`src/rtl/ps2_mouse_packet_queue_top_assert.svh`:
```
// ----------------------------------------------------------------------------
// ps2_mouse_packet_queue_top_assert.svh
// Assertion macros used by the mouse packet queue top level.
// ----------------------------------------------------------------------------
`ifndef PS2_MOUSE_PACKET_QUEUE_TOP_ASSERT_SVH
`define PS2_MOUSE_PACKET_QUEUE_TOP_ASSERT_SVH

// Condition must never hold outside reset.
`define PMQ_ASSERT_NEVER(label, clk, rst_n, cond, msg) \
  label: assert property (@(posedge clk) disable iff (!rst_n) !(cond)) \
    else $error(msg);

// Antecedent implies consequent in the same cycle.
`define PMQ_ASSERT_IMPL(label, clk, rst_n, ante, cons, msg) \
  label: assert property (@(posedge clk) disable iff (!rst_n) (ante) |-> (cons)) \
    else $error(msg);

// Antecedent implies consequent in the next cycle.
`define PMQ_ASSERT_NEXT(label, clk, rst_n, ante, cons, msg) \
  label: assert property (@(posedge clk) disable iff (!rst_n) (ante) |=> (cons)) \
    else $error(msg);

`endif

```
`src/rtl/ps2mpq_pkg.sv`:
```
// ----------------------------------------------------------------------------
// ps2mpq_pkg
// Types, header bit positions and helpers for the mouse packet queue.
// ----------------------------------------------------------------------------
`timescale 1ns / 1ps

package ps2mpq_pkg;

  // Header byte bit positions
  localparam int unsigned HdrSyncBit  = 3;
  localparam int unsigned HdrXSignBit = 4;
  localparam int unsigned HdrYSignBit = 5;
  localparam int unsigned HdrXOvfBit  = 6;
  localparam int unsigned HdrYOvfBit  = 7;

  // Input beat kind, carried on tuser
  typedef enum logic {
    OP_BYTE = 1'b0,
    OP_READ = 1'b1
  } op_e;

  // Packet assembly phase
  typedef enum logic [1:0] {
    PH_HEADER = 2'd0,
    PH_X      = 2'd1,
    PH_Y      = 2'd2,
    PH_SCROLL = 2'd3
  } phase_e;

  // One stored packet, buttons in the low bits
  typedef struct packed {
    logic [7:0] scroll;
    logic [7:0] y_move;
    logic [7:0] x_move;
    logic [2:0] buttons;
  } pkt_t;

  // Push request from the assembler to the queue
  typedef struct packed {
    logic valid;
    pkt_t pkt;
  } push_t;

  // Clamp a 10-bit signed value to 8 signed bits
  function automatic logic [7:0] sat8(logic signed [9:0] v);
    logic [7:0] r;
    if (v > 10'sd127) begin
      r = 8'h7f;
    end else if (v < -10'sd128) begin
      r = 8'h80;
    end else begin
      r = v[7:0];
    end
    return r;
  endfunction

endpackage

```
`src/rtl/ps2_mouse_packet_queue_top.sv`:
```
// PS/2 mouse packet queue. Mouse bytes (tuser 0) are taken one per cycle
// while the input is ready, and assembled into 3-byte packets, or 4-byte
// packets with a scroll byte in wheel mode; finished packets are stored in
// a RAM queue of QUEUE_DEPTH entries and dropped when it is full. A read
// beat (tuser 1) pops one packet and always yields one output beat, whose
// tuser says whether a packet was present. A read passes through the RAM
// read register and then the output register; the input side waits until
// that result is loaded. While a result beat is held by a stalled sink, no
// input beat of either kind is taken.
// ----------------------------------------------------------------------------
// ps2_mouse_packet_queue_top
// Top level: input decode, wheel mode register, output register.
// ----------------------------------------------------------------------------
`timescale 1ns / 1ps

module ps2_mouse_packet_queue_top import ps2mpq_pkg::*; #(
  parameter int unsigned QUEUE_DEPTH = 64
) (
  input  logic        clk_i,
  input  logic        rst_ni,
  // configuration: wheel mode in bit 0
  input  logic        cfg_we_i,
  input  logic        cfg_wdata_i,
  // input stream
  input  logic        s_axis_tvalid,
  output logic        s_axis_tready,
  input  logic [7:0]  s_axis_tdata,   // [7:0] rx_byte
  input  logic        s_axis_tuser,   // [0] operation
  // output stream
  output logic        m_axis_tvalid,
  input  logic        m_axis_tready,
  output logic [31:0] m_axis_tdata,   // [2:0] buttons, [10:3] x_move,
                                      // [18:11] y_move, [26:19] scroll, rest 0
  output logic        m_axis_tuser    // [0] packet_valid
);

  localparam int unsigned CntW = $clog2(QUEUE_DEPTH + 1);

  logic            wheel_q;
  logic            accept;
  logic            byte_valid, rd_req;
  push_t           push;
  pkt_t            rd_data;
  logic            rd_empty;
  logic [CntW-1:0] count;
  logic            pending_q;
  logic            out_valid_q;
  logic            out_flag_q;
  pkt_t            out_pkt_q;

  // Wheel mode register
  always_ff @(posedge clk_i or negedge rst_ni) begin
    if (!rst_ni) begin
      wheel_q <= 1'b0;
    end else if (cfg_we_i) begin
      wheel_q <= cfg_wdata_i;
    end
  end

  // Input decode; hold off while a read is in flight or the result slot is busy
  assign s_axis_tready = !pending_q && (!out_valid_q || m_axis_tready);
  assign accept        = s_axis_tvalid && s_axis_tready;
  assign byte_valid    = accept && (op_e'(s_axis_tuser) == OP_BYTE);
  assign rd_req        = accept && (op_e'(s_axis_tuser) == OP_READ);

  ps2mpq_asm u_asm (
    .clk_i        (clk_i),
    .rst_ni       (rst_ni),
    .byte_valid_i (byte_valid),
    .byte_i       (s_axis_tdata),
    .wheel_mode_i (wheel_q),
    .push_o       (push)
  );

  ps2mpq_fifo #(
    .Depth (QUEUE_DEPTH)
  ) u_fifo (
    .clk_i      (clk_i),
    .rst_ni     (rst_ni),
    .push_i     (push),
    .rd_req_i   (rd_req),
    .rd_data_o  (rd_data),
    .rd_empty_o (rd_empty),
    .count_o    (count)
  );

  // Read in flight flag and output control
  always_ff @(posedge clk_i or negedge rst_ni) begin
    if (!rst_ni) begin
      pending_q   <= 1'b0;
      out_valid_q <= 1'b0;
    end else begin
      pending_q <= rd_req;
      if (pending_q) begin
        out_valid_q <= 1'b1;
      end else if (m_axis_tready) begin
        out_valid_q <= 1'b0;
      end
    end
  end

  // Output payload; an empty pop reads as all zeros
  always_ff @(posedge clk_i) begin
    if (pending_q) begin
      out_flag_q <= !rd_empty;
      out_pkt_q  <= rd_empty ? '0 : rd_data;
    end
  end

  assign m_axis_tvalid = out_valid_q;
  assign m_axis_tuser  = out_flag_q;
  assign m_axis_tdata  = {5'b0, out_pkt_q};

  `include "ps2_mouse_packet_queue_top_assert.svh"

  `PMQ_ASSERT_NEVER(a_count_range, clk_i, rst_ni, count > CntW'(QUEUE_DEPTH),
    "fill count beyond queue depth")
  `PMQ_ASSERT_NEVER(a_no_accept_pending, clk_i, rst_ni, pending_q && s_axis_tready,
    "input accepted while a read is in flight")
  `PMQ_ASSERT_NEXT(a_pending_loads, clk_i, rst_ni, pending_q, m_axis_tvalid,
    "read result not presented after RAM read")
  `PMQ_ASSERT_IMPL(a_empty_zero, clk_i, rst_ni, m_axis_tvalid && !m_axis_tuser,
    m_axis_tdata == 32'h0, "empty pop carries nonzero payload")

endmodule

```
`src/rtl/ps2mpq_asm.sv`:
```
// ----------------------------------------------------------------------------
// ps2mpq_asm
// Collects mouse bytes into packets and formats the finished movement word.
// ----------------------------------------------------------------------------
`timescale 1ns / 1ps

module ps2mpq_asm import ps2mpq_pkg::*; (
  input  logic       clk_i,
  input  logic       rst_ni,
  input  logic       byte_valid_i,
  input  logic [7:0] byte_i,
  input  logic       wheel_mode_i,
  output push_t      push_o
);

  phase_e     phase_q, phase_d;
  logic [7:0] hdr_q, hdr_d;
  logic [7:0] x_q, x_d;
  logic [7:0] y_q, y_d;

  logic [7:0]        y_src;
  logic [7:0]        scroll;
  logic              ovf;
  logic signed [9:0] x10;
  logic signed [9:0] y10;
  logic              finish;

  // Phase register and captured bytes
  always_ff @(posedge clk_i or negedge rst_ni) begin
    if (!rst_ni) begin
      phase_q <= PH_HEADER;
      hdr_q   <= '0;
      x_q     <= '0;
      y_q     <= '0;
    end else begin
      phase_q <= phase_d;
      hdr_q   <= hdr_d;
      x_q     <= x_d;
      y_q     <= y_d;
    end
  end

  // Next phase and packet completion
  always_comb begin
    phase_d = phase_q;
    hdr_d   = hdr_q;
    x_d     = x_q;
    y_d     = y_q;
    finish  = 1'b0;
    scroll  = '0;
    if (byte_valid_i) begin
      unique case (phase_q)
        PH_HEADER: begin
          // resync: only a byte with the sync bit starts a packet
          if (byte_i[HdrSyncBit]) begin
            hdr_d   = byte_i;
            phase_d = PH_X;
          end
        end
        PH_X: begin
          x_d     = byte_i;
          phase_d = PH_Y;
        end
        PH_Y: begin
          y_d = byte_i;
          if (wheel_mode_i) begin
            phase_d = PH_SCROLL;
          end else begin
            phase_d = PH_HEADER;
            finish  = 1'b1;
          end
        end
        PH_SCROLL: begin
          phase_d = PH_HEADER;
          finish  = 1'b1;
          scroll  = wheel_mode_i ? byte_i : 8'h00;
        end
        default: phase_d = PH_HEADER;
      endcase
    end
  end

  // Movement formatting: sign extend, overflow kill, negate Y, clamp
  assign y_src = (phase_q == PH_Y) ? byte_i : y_q;
  assign ovf   = hdr_q[HdrXOvfBit] | hdr_q[HdrYOvfBit];
  assign x10   = ovf ? 10'sd0
               : $signed({hdr_q[HdrXSignBit], hdr_q[HdrXSignBit], x_q});
  assign y10   = ovf ? 10'sd0
               : -$signed({hdr_q[HdrYSignBit], hdr_q[HdrYSignBit], y_src});

  assign push_o.valid          = finish;
  assign push_o.pkt.buttons    = hdr_q[2:0];
  assign push_o.pkt.x_move     = sat8(x10);
  assign push_o.pkt.y_move     = sat8(y10);
  assign push_o.pkt.scroll     = scroll;

endmodule

```
`src/rtl/ps2mpq_fifo.sv`:
```
// ----------------------------------------------------------------------------
// ps2mpq_fifo
// Packet queue on a single-port-per-direction RAM with registered read data.
// ----------------------------------------------------------------------------
`timescale 1ns / 1ps

module ps2mpq_fifo import ps2mpq_pkg::*; #(
  parameter int unsigned Depth = 64
) (
  input  logic                           clk_i,
  input  logic                           rst_ni,
  input  push_t                          push_i,
  input  logic                           rd_req_i,
  output pkt_t                           rd_data_o,
  output logic                           rd_empty_o,
  output logic [$clog2(Depth+1)-1:0]     count_o
);

  localparam int unsigned PtrW = $clog2(Depth);
  localparam int unsigned CntW = $clog2(Depth + 1);
  localparam logic [PtrW-1:0] PtrLast = PtrW'(Depth - 1);
  localparam logic [CntW-1:0] CntFull = CntW'(Depth);

  pkt_t            mem [Depth];
  logic [PtrW-1:0] wptr_q, rptr_q;
  logic [CntW-1:0] count_q;
  pkt_t            rdata_q;
  logic            empty_q;
  logic            do_wr, do_rd;

  // Drop when full, pop only when something is stored
  assign do_wr = push_i.valid && (count_q != CntFull);
  assign do_rd = rd_req_i && (count_q != '0);

  // Storage array: write port and registered read port
  always_ff @(posedge clk_i) begin
    if (do_wr) begin
      mem[wptr_q] <= push_i.pkt;
    end
    if (rd_req_i) begin
      rdata_q <= mem[rptr_q];
    end
  end

  // Pointers, fill count and empty flag of the last read
  always_ff @(posedge clk_i or negedge rst_ni) begin
    if (!rst_ni) begin
      wptr_q  <= '0;
      rptr_q  <= '0;
      count_q <= '0;
      empty_q <= 1'b1;
    end else begin
      if (do_wr) begin
        wptr_q <= (wptr_q == PtrLast) ? '0 : wptr_q + 1'b1;
      end
      if (do_rd) begin
        rptr_q <= (rptr_q == PtrLast) ? '0 : rptr_q + 1'b1;
      end
      if (do_wr && !do_rd) begin
        count_q <= count_q + 1'b1;
      end else if (do_rd && !do_wr) begin
        count_q <= count_q - 1'b1;
      end
      if (rd_req_i) begin
        empty_q <= (count_q == '0);
      end
    end
  end

  assign rd_data_o  = rdata_q;
  assign rd_empty_o = empty_q;
  assign count_o    = count_q;

endmodule
```
`config.mk`:
```
export PLATFORM = sky130hd
export DESIGN_NAME = ps2_mouse_packet_queue_top
export DESIGN_NICKNAME = d
export VERILOG_FILES = /design/src/rtl/ps2mpq_pkg.sv /design/src/rtl/ps2_mouse_packet_queue_top.sv /design/src/rtl/ps2mpq_asm.sv /design/src/rtl/ps2mpq_fifo.sv
export VERILOG_INCLUDE_DIRS = /design/src /design/src/rtl
export SDC_FILE = /design/constraint.sdc
export NUM_CORES = 2
export LEC_CHECK = 0
export BUFFER_PORTS_ARGS = -buffer_cell sky130_fd_sc_hd__buf_2
export CAP_MARGIN = 25
export CORE_UTILIZATION = 55
export CTS_CLUSTER_SIZE = 24
export DETAILED_ROUTE_END_ITERATION = 8
export PLACE_DENSITY = 0.78
export SKIP_LAST_GASP = 1
export SLEW_MARGIN = 30
export SYNTH_ARGS = -nofsm -noshare
export SYNTH_HDL_FRONTEND = slang
export SYNTH_HIERARCHICAL = 1
export SYNTH_SLANG_ARGS = --single-unit
```
`constraint.sdc`:
```
create_clock -name clk_i -period 5.4 [get_ports clk_i]
set_input_delay 0.54 -clock clk_i [delete_from_list [all_inputs] [get_ports clk_i]]
set_output_delay 0.54 -clock clk_i [all_outputs]
set_load 0.02 [all_outputs]
```
==> out/metrics.yaml <==
place.gp.congestion: 0.862
insertion_delay_ns: 0.78
drt-initial-drc-count: 5015
crit_path_top_delay_cell: "nor2_4"
endpoint: "u_fifo/mem[41][13]"
grt-ovfl-total: 0
r2r-start: "m_axis_tvalid"
dieArea_um2: 130000
power.leakage_nw: 24.7
synth_top_area_cell: "edfxtp_1"
wl_per_cell_um: 33.3
highest_layer: "met5"
ios: 50
synth_top_area_share_pct: 75.9
yosysWarnings: 6
final.setup.worst_slack_ns: 1.40
dr_total_vias: 35200
ant_nets: 0
dr.pass1.iters: 6
maxSlewHeadroom_pct: 31.3
fin_skew_ns: 0.0327
viasPerCell: 6.72
min_path_cells: 2
fp.dieW_um: 360
numPortBuffers: 44
cts_tree: "built"
setup_violations: 0
cts_num_sinks: 1831
pwr-share-comb_pct: 26.9
r2r-end: "u_fifo/mem[41][13]"
drive_above_1_share_pct: 27.6
setup-tns-final_ns: 0
ys_ff_latch: 1831
maxCapViolCount: 0
setup.worst_path.start: "m_axis_tvalid"
tightestPinTransition_ns: 1.03
synth_area_leaders: "edfxtp_1 76%, mux4_2 13%, mux2i_1 1.7%"
grt_pass1_vias: 35400
hpwl_um: 97000
p_seq_share_pct: 44.4
syn_area_um2: 70600
synth_edf_count: 1783
wl_met1_um: 61800
die_h_um: 360
netlist_instances: 3249
area.growth.synth_to_final_pct: 12.7
clk_path_buf_depth: 3
fill_cells: 8061
wl_met3_um: 22100
r2r_setup_slack_ns: 1.40
grtUsageTotal_pct: 26.9
post_synth.cell_area_avg_um2: 21.7
ir_drop_uv: 658
drv_slew: 0
power_switching_mw: 12.7
cts_resized: 0
reg2regPathDepth: 11
antenna_found_initial: 11
crit_arrival_ns: 4.40
fin_crit_ns: 4.00
cpPeakStageDelay_ns: 0.98
ctsHoldBuffers: 3
core_um2: 127000
crit_path_start_kind: "flop"
drt-total-wl_um: 175000
hold_path.class: "in2reg"
power_mw: 41.1
synth_top_flop_cell: "edfxtp_1"
power_density_nw_per_um2: 516
clkTransAtPathRegs_ns: 0.06
post-cts-setup-buffers: 0
start_util_pct: 55.4
rsz0062_at_grt: "no"
async_flop_share_pct: 2.62
cts_buffers: 174
grt_pass1_wl_um: 249000
met2_length_um: 82800
htreeDepth: 4
required_ns: 5.80
fin_nets: 3451
critPathKind: "reg2reg"
num_rows: 131
cp_cell_sequence: "nor2b_4, nor4b_2, buf_4, nand2_1, a21oi_1, inv_1, a31oi_1, buf_4, nor2b_1, nand2_1, nor2_4"
cts-root-buf: "clkbuf_16"
pre_cts_slack_ns: 1.09
power_frac_clock_pct: 28.7
final_hold_viol_count: 0
p_int_mw: 28.3
switching_share_pct: 31.0
grt_max_degree: 84
status: "finished clean"
route.detailed.drc: 0
synth_cell_types: 62
critical_path.max_fanout: 27
cp-end-kind: "flop"
synth-seq-area-share_pct: 77.6
fmax_ghz: 0.250
fin_crit_sh_pct: 74.1
worst max-delay path: cells and delay by family (launching register included):
| family | cells | cell delay, ns |
|---|---|---|
| AOI/OAI and AO/OA | 2 | 0.33 |
| DFF | 1 | 0.38 |
| buffers and inverters | 3 | 0.52 |
| and+or+nand+nor | 6 | 2.37 |
layout by cell type (no fill, tap or decap), types with 8 or more instances in the layout:
cell       netlist  final
mux2i_1        118    118
edfxtp_1      1783   1783
buf_4           24    107
clkinv_2         0     32
dfrtp_1         47     38
buf_12           0      9
a31oi_1         14     13
bufinv_16        0     10
a21oi_1         94     94
clkbuf_16        0    181
nor2_1         105     33
o22ai_1         31     29
nand4_1         14     14
nand3_1         28     25
clkbuf_1        78     43
a211oi_1        32     31
inv_1           13     13
buf_16           0     23
nor2_2           0     27
buf_2           57     44
o21ai_0         17     17
o221ai_1        12     12
xnor2_1         12     12
nor2_4           0     45
a22oi_1         60     60
nor2b_1         52     50
a221o_1         27     27
mux4_2         416    416
mux2_2          22     22
clkinv_1         0     42
ha_1             9      9
nand2_1         65     65
o211ai_1         8      8
and2b_2          9      9
registers in the layout, indices dropped and copies added, names as in the netlist:
| register | flops |
|---|---|
| m_axis_tdata | 27 |
| m_axis_tuser | 1 |
| m_axis_tvalid | 1 |
| pending_q | 1 |
| u_asm/hdr_q | 7 |
| u_asm/phase_q | 2 |
| u_asm/x_q | 8 |
| u_asm/y_q | 8 |
| u_fifo/count_o | 7 |
| u_fifo/mem | 1728 |
| u_fifo/rd_data_o | 27 |
| u_fifo/rd_empty_o | 1 |
| u_fifo/rptr_q | 6 |
| u_fifo/wptr_q | 6 |
| wheel_q | 1 |
cell type report:
class	count	area (um^2)	area share (%)
antenna	1	2.50	0.00314
multi-input combinational	1220	15300	19.3
timing repair buffer	186	1870	2.35
clock inverter	95	723	0.909
tap	1662	2080	2.61
inverter	13	48.8	0.0613
clock buffer	228	4750	5.96
sequential	1831	54800	68.8
how the worst min path moves through the flow:
stage	startpoint	slack (ns)	endpoint
2_1_floorplan	rst_ni	0.24	m_axis_tvalid
3_3_place_gp	u_asm/x_q[3]	0.49	u_asm/x_q[3]
3_5_place_dp	u_asm/hdr_q[1]	0.50	u_asm/hdr_q[1]
4_1_cts	s_axis_tdata[1]	0.05	u_asm/x_q[1]
5_1_grt	s_axis_tdata[0]	0.07	u_asm/x_q[0]
6_report	s_axis_tdata[1]	0.09	u_asm/x_q[1]
cell usage after synthesis (9+ instances only):
| library cell | instances |
|---|---|
| nor2b_1 | 52 |
| mux2_2 | 22 |
| o221ai_1 | 12 |
| nor2_1 | 105 |
| o22ai_1 | 31 |
| xnor2_1 | 12 |
| nand4_1 | 14 |
| nand3_1 | 28 |
| nand2_1 | 65 |
| buf_1 | 19 |
| dfrtp_1 | 47 |
| mux2i_1 | 118 |
| a22oi_1 | 60 |
| clkbuf_1 | 78 |
| and2_1 | 10 |
| a21oi_1 | 94 |
| a221o_1 | 27 |
| o21ai_0 | 17 |
| buf_6 | 11 |
| buf_4 | 24 |
| and2b_2 | 9 |
| edfxtp_1 | 1783 |
| inv_1 | 13 |
| a211oi_1 | 32 |
| ha_1 | 9 |
| mux4_2 | 416 |
| a31oi_1 | 14 |
| buf_2 | 57 |
power groups by stage:
stage          Sequential (mW)  Combinational (mW)  Clock (mW)
6_report                  18.2                11.0        11.8
3_3_place_gp              18.5                10.5           0
3_5_place_dp              18.5                10.7           0
2_1_floorplan             18.3                7.14           0
5_1_grt                   18.3                11.5        12.4
4_1_cts                   18.2                10.9        11.9
per-stage QoR:
stage | std cells | cell area [um^2] | hold slack, ns | util [%]
4_1_cts | 5226 | 79300 | 0.0539 | 62.3
5_1_grt | 5235 | 79600 | 0.0675 | 62.5
3_3_place_gp | 4886 | 73400 | 0.490 | 57.6
6_report | 5236 | 79600 | 0.0926 | 62.5
3_5_place_dp | 4900 | 73800 | 0.503 | 57.9
2_1_floorplan | 3253 | 70600 | 0.244 | -
per-layer routing:
metal | up-vias | GRT usage (%)
li1 | 14000 | -
met1 | 18300 | 36.7
met2 | 2517 | 41.5
met3 | 391 | 6.93
met4 | 10 | 12.0
met5 | - | 0
cells by family (layout without fill, tap and decap cells):
kind of cell    after synthesis  count (layout)  share of synthesized area, %
xor+xnor                     12              12                         0.149
simple gates                324             324                          2.35
buf+inv                     202             522                          1.42
other cells                   1               6                       0.00531
compound gates              311             311                          2.98
mux                         558             558                          15.4
fa+ha+maj                    10              10                         0.188
flops                      1831            1831                          77.6
Power figures use the tool's default switching activity.
